--- src/sv/rmed_pkg.sv ---
`default_nettype none

package rmed_pkg;

    // store geometry
    localparam int CAPACITY = 1024;
    localparam int DATA_W   = 32;
    localparam int IDX_W    = $clog2(CAPACITY);
    localparam int CNT_W    = $clog2(CAPACITY + 1);

    // reduction tree geometry: groups of cells folded in the first level
    localparam int GRP  = 32;
    localparam int NGRP = (CAPACITY + GRP - 1) / GRP;

    typedef logic signed [DATA_W-1:0] t_data;
    typedef logic [IDX_W-1:0]         t_idx;
    typedef logic [CNT_W-1:0]         t_cnt;

    typedef enum logic {
        ACT_INSERT = 1'b0,
        ACT_DELETE = 1'b1
    } t_action;

    typedef enum logic [1:0] {
        ST_OK     = 2'd0,
        ST_ABSENT = 2'd1,
        ST_FULL   = 2'd2
    } t_status;

    // broadcast from the sequencer to every cell
    typedef struct packed {
        logic    cmp_en;
        logic    upd_en;
        t_action action;
        t_data   value;
        t_cnt    count;
        t_idx    lo_idx;
        t_idx    hi_idx;
    } t_ctl;

    // what each cell hands to the reduction tree
    typedef struct packed {
        logic  eq;
        t_data lo;
        t_data hi;
    } t_lane;

endpackage

`default_nettype wire

--- src/sv/rmed_cell.sv ---
`default_nettype none

module rmed_cell (
    input  wire logic          i_clk,
    input  wire rmed_pkg::t_idx i_idx,
    input  wire rmed_pkg::t_ctl i_ctl,
    input  wire logic          i_left_keep,
    input  wire rmed_pkg::t_data i_left_val,
    input  wire rmed_pkg::t_data i_right_val,
    output logic               o_keep,
    output rmed_pkg::t_data    o_val,
    output rmed_pkg::t_lane    o_lane
);

    rmed_pkg::t_data r_val;
    logic            r_keep;
    logic            r_eq;
    logic            in_use;
    logic            n_keep;
    logic            n_eq;
    rmed_pkg::t_data n_val;

    // cell holds a live entry when its index is below the count
    assign in_use = ({1'b0, i_idx} < i_ctl.count);

    // compare phase: does this entry stay in place
    always_comb begin
        n_eq = in_use && (r_val == i_ctl.value);
        case (i_ctl.action)
            rmed_pkg::ACT_INSERT: n_keep = in_use && (r_val <= i_ctl.value);
            rmed_pkg::ACT_DELETE: n_keep = in_use && (r_val < i_ctl.value);
            default:              n_keep = 1'b0;
        endcase
    end

    // update phase: stay, take the new value, or take a neighbor's entry
    always_comb begin
        n_val = r_val;
        case (i_ctl.action)
            rmed_pkg::ACT_INSERT: begin
                if (r_keep) begin
                    n_val = r_val;
                end else if (i_left_keep) begin
                    n_val = i_ctl.value;
                end else begin
                    n_val = i_left_val;
                end
            end
            rmed_pkg::ACT_DELETE: begin
                n_val = r_keep ? r_val : i_right_val;
            end
            default: n_val = r_val;
        endcase
    end

    always_ff @(posedge i_clk) begin
        if (i_ctl.cmp_en) begin
            r_keep <= n_keep;
            r_eq   <= n_eq;
        end
        if (i_ctl.upd_en) begin
            r_val <= n_val;
        end
    end

    assign o_keep    = r_keep;
    assign o_val     = r_val;
    assign o_lane.eq = r_eq;
    assign o_lane.lo = (i_idx == i_ctl.lo_idx) ? r_val : '0;
    assign o_lane.hi = (i_idx == i_ctl.hi_idx) ? r_val : '0;

endmodule

`default_nettype wire

--- config.mk ---
export PLATFORM = sky130hd
export DESIGN_NAME = rmed_cell
export DESIGN_NICKNAME = d
export VERILOG_FILES = /design/src/sv/rmed_pkg.sv /design/src/sv/rmed_cell.sv
export SDC_FILE = /design/constraint.sdc
export NUM_CORES = 1
export LEC_CHECK = 0
export BUFFER_PORTS_ARGS = -buffer_cell sky130_fd_sc_hd__buf_2
export CORE_AREA = 2 2 93 95
export DETAILED_ROUTE_END_ITERATION = 6
export DIE_AREA = 0 0 95 97
export GPL_ROUTABILITY_DRIVEN = 0
export PLACE_DENSITY_LB_ADDON = 0.2
export SLEW_MARGIN = 10
export SYNTH_ARGS = -nofsm -noshare
export SYNTH_HDL_FRONTEND = slang
export SYNTH_SLANG_ARGS = --single-unit
--- constraint.sdc ---
create_clock -name i_clk -period 4.3 [get_ports i_clk]
set_input_delay 0.215 -clock i_clk [delete_from_list [all_inputs] [get_ports i_clk]]
set_output_delay 0.215 -clock i_clk [all_outputs]
set_load 0.02 [all_outputs]
==> Word-level counts from Yosys, hierarchy flattened <==
Cells that the tools add are included.
{ "op_classes": {"magnitude_cmp": 3, "eq_ne": 5, "mux": 7, "bitwise": 1, "n_reduce_logical": 4} }
{ "ops": {"columns": ["operator", "count"], "rows": [
  ["two-way mux 32 bit", 5],
  ["one-hot mux 32 bit (2 select lines)", 1],
  ["equality test 32 bit", 1],
  ["<= comparator 32 bit", 1],
  ["< comparator 32 bit", 1],
  ["equality test 10 bit", 2],
  ["< comparator 10 x 11 -> 1 bit", 1],
  ["inequality test 2 bit (second input constant)", 2],
  ["logical AND 1 bit", 3],
  ["AND reduction 3 bit", 1],
  ["one-hot mux 1 bit (2 select lines)", 1],
  ["inverter 1 bit", 1]
]} }
{ "word_totals": {"ff_bits": 34, "wordCells": 23} }

==> Logic depth before layout (Yosys ltp) <==
{ "depth": {"ltp_word": 3, "depth_mapped": 8, "ltp_nobuf": 8} }

==> Worst setup path before layout <==
OpenSTA, ideal clock, no wires.
{ "synth_timing": {"kind": "reg-to-reg", "start": "register r_keep (netlist: o_keep)", "end": "register r_val[0] (netlist: o_val[0]) (enable)", "setup_time_ns": 0.424, "arrival_ns": 1.965, "required_ns": 3.876, "setup_slack_ns": 1.911, "path_stages_with_launch": 2, "path_cell_list": "edfxtp_1 -> nor2b_1"} }
{ "synth_between": {"elab_chain_cells": 2} }
{ "synth_rtl": {"columns": ["item", "line", "text"], "rows": [
  ["start: declaration", "rmed_cell.sv:16", "logic r_keep;"],
  ["start signal: assignment", "rmed_cell.sv:58", "r_keep <= n_keep;"],
  ["inequality test 2 bit (no source line)", null, null],
  ["AND reduction 3 bit (no source line) *", null, null],
  ["end signal: assignment", "rmed_cell.sv:62", "r_val <= n_val;"],
  ["end: declaration", "rmed_cell.sv:15", "rmed_pkg::t_data r_val;"]
]} }
Every way passes the cells marked *; elsewhere a longest branch is shown, timed or not.
A chain may end at the register's enable or synchronous reset.

==> Final worst setup path <==
{ "layout_timing": {"start": "register r_val[14] (netlist: o_val[14])", "end": "register r_keep (netlist: o_keep) (data pin)"} }
{ "layout_between": {"elab_chain_cells": 3} }
{ "layout_rtl": {"columns": ["item", "line", "text"], "rows": [
  ["< comparator 32 bit or <= comparator 32 bit (tied branches)", "rmed_cell.sv:31, rmed_cell.sv:30", null],
  ["logical AND 1 bit, on equally long branches", "rmed_cell.sv:31, rmed_cell.sv:30", null],
  ["one-hot mux 1 bit (2 select lines) *", "rmed_cell.sv:29", "case (i_ctl.action)"],
  ["named net n_keep", "rmed_cell.sv:19", "logic n_keep;"]
]} }
Mark *: on every way through the listed nets, which the timed path passes. The rest lies on a longest branch.

==> results.ini <==
[power_and_ir_drop]
leakage_uw = 0.00268
peakVddDrop_uv = 110
power_density_mw_per_mm2 = 207

[clock_network]
cts_setup_buffers = 0
cts_max_level = 2
cts_root_buf = clkbuf_8
postCtsHoldBufs = 0
cts.repair.resized = 0
cts_sinks = 34
clk_latency_ns = 0.29
cts_buffers = 5
cts.path.max_buffers = 2
cts_tree = built
path_clk_slew_ns = 0.07

[synthesis]
yosysWarnings = 0
ys_types = 33
yosys_register_bits = 34
syn-num-nets = 570
synth.yosys.seq_area_share_pct = 30.1
netlist_instances = 387
syn_avg_cell_area_um2 = 8.76
synth_area_mm2 = 0.00339

[cells_and_area]
nets = 800
instances_no_fill = 723
diodes = 0
layout_commonest_cell = buf_2
mostFrequentLayoutCells = 239 x buf_2, 64 x and2_1, 42 x inv_1
area_growth_pct = 40.5
final.fill_count = 762
drive_above_1_share_pct = 40.5

[route]
drt-met1-wl_um = 4090
drc_errors = 0
viasPerCell = 4.89
drt_iter0_drc = 89
drt_wl_total_um = 10700
top_layer_used = met4
wl_per_cell_um = 14.8
wl_met3_um = 795
antenna_left = 0
vias = 3537
firstDrtPassIters = 4
dr_wl_met2_um = 5660

[critical_path]
cpPeakStageDelay_ns = 0.46
crit_fanout = 4
endpoint_kind = flip-flop
critPathBufInv = 0
critPathKind = reg -> reg
path_cells = ha_1 -> nand4_1 -> nor4_1 -> a21boi_1 -> o32a_1 -> mux2i_1 -> o21a_1
startpoint_type = flip-flop
worstPathArrival_ns = 2.31
worstPathRequired_ns = 4.34
slowest_stage = nor4_1
cp_top_family = simple AND/OR/NAND/NOR gates

[sta]
slew_headroom_pct = 29.9
final_max_slew_viol_count = 0
hold_slack_ns = 0.148
grt_setup_unrepaired = false
fin_ws_ns = 2.03
fin_tns_setup_ns = 0
hold_viol = 0
post-route-period-util_pct = 52.8
finClkSkew_ns = 0.00790
fmax_mhz = 441
fin_crit_ns = 2.27
tightestPinTransition_ns = 1.05
setup_viol = 0

[floorplanning]
dieArea_mm2 = 0.00922
start_util_pct = 41.7
fp.dieH_um = 97
fp.dieW_um = 95
ios = 240
std_cell_rows = 33
core_area_mm2 = 0.00813

[grt]
grt_start_max_net_pins = 66
grt_pass1_wl_um = 16200
antenna_found_initial = 0
grt_pass1_vias = 3494
gr-total-overflow = 0
grt_usage_pct = 22.5

[outcome]
status = finished clean

[placed_design]
io_buffers = 239
post-place-cells = 715
pre_cts_ws_ns = 2.00
hpwlAfterDp_um = 8510

[min_path]
hold_path_class = in -> reg

[job]
max_cap_violations = 0

-- cell families after synthesis --
kind of cell               share of synthesized area [%]
and+or+nand+nor                                     21.4
AOI/OAI and AO/OA                                   11.6
buffers and inverters                               6.86
adders and majority gates                           15.1
DFF                                                 30.1
muxes                                               9.74
xor gates and xnor gates                            5.17
-- sequential cells by signal, summed over array words and instances, names as in the netlist --
register  flops
r_eq          1
o_val        32
o_keep        1
-- path summary, 6_finish.rpt --
check | start | to | slack, ns | cells past startpoint
setup / recovery | o_val[14]$_DFFE_PP_ | o_keep$_DFFE_PP_ | 2.03 | 7
hold / removal | i_ctl[65] | r_eq$_DFFE_PP_ | 0.15 | 1
setup reg to reg | o_val[14]$_DFFE_PP_ | o_keep$_DFFE_PP_ | 2.03 | 7
hold reg to reg | o_keep$_DFFE_PP_ | o_val[4]$_DFFE_PP_ | 0.81 | 1
-- final cells by class --
class                           instances  area, µm²  share of cell area (%)
Sequential cell                        34       1020                    21.4
Clock inverter                          2       8.76                   0.184
Timing Repair Buffer                  241       1210                    25.4
Inverter                               42        158                    3.31
Tap cell                              105        131                    2.76
Multi-Input combinational cell        293       2160                    45.4
Clock buffer                            6       72.6                    1.52
-- power by group --
group          internal (µW)  switching (µW)
clock                    112             125
sequential               402            22.3
combinational            147             178
total                    660             325
-- per-stage QoR --
stage          power, µW  area [µm²]  util (%)
3_5_place_dp         760        4680      57.6
5_1_grt             1050        4760      58.6
4_1_cts              999        4760      58.6
6_report             985        4760      58.6
3_3_place_gp         750        4680      57.6
2_1_floorplan        612        3390         -
-- synthesized netlist by cell type --
master	count	area share (%)
a211o_1	1	0.26
a211oi_1	2	0.44
a21boi_1	1	0.22
a21o_1	7	1.5
a21oi_1	16	2.4
a221o_1	1	0.30
and2_1	64	12
and4_1	1	0.26
buf_2	3	0.44
buf_4	1	0.22
clkbuf_1	14	1.5
edfxtp_1	34	30
ha_1	41	15
inv_1	42	4.6
mux2i_1	33	9.7
nand2_1	36	4.0
nand2b_1	2	0.37
nand3_1	6	0.89
nand4_1	10	1.8
nor2_1	2	0.22
nor2b_1	3	0.55
nor3_1	1	0.15
nor3b_1	1	0.22
nor4_1	2	0.37
nor4_2	2	0.74
o211ai_1	1	0.22
o21a_1	1	0.22
o21ai_0	36	5.3
o21bai_1	1	0.22
o22ai_1	1	0.18
o32a_1	1	0.30
xnor2_1	16	4.1
xor2_1	4	1.0
-- per-layer routing --
| layer | vias to the layer above | global-route usage [%] |
|---|---|---|
| met5 | - | 0 |
| met1 | 1583 | 23.5 |
| met4 | 0 | 7.13 |
| met2 | 153 | 43.2 |
| met3 | 11 | 4.83 |
| li1 | 1790 | - |
(Power assumes the default switching activity.)
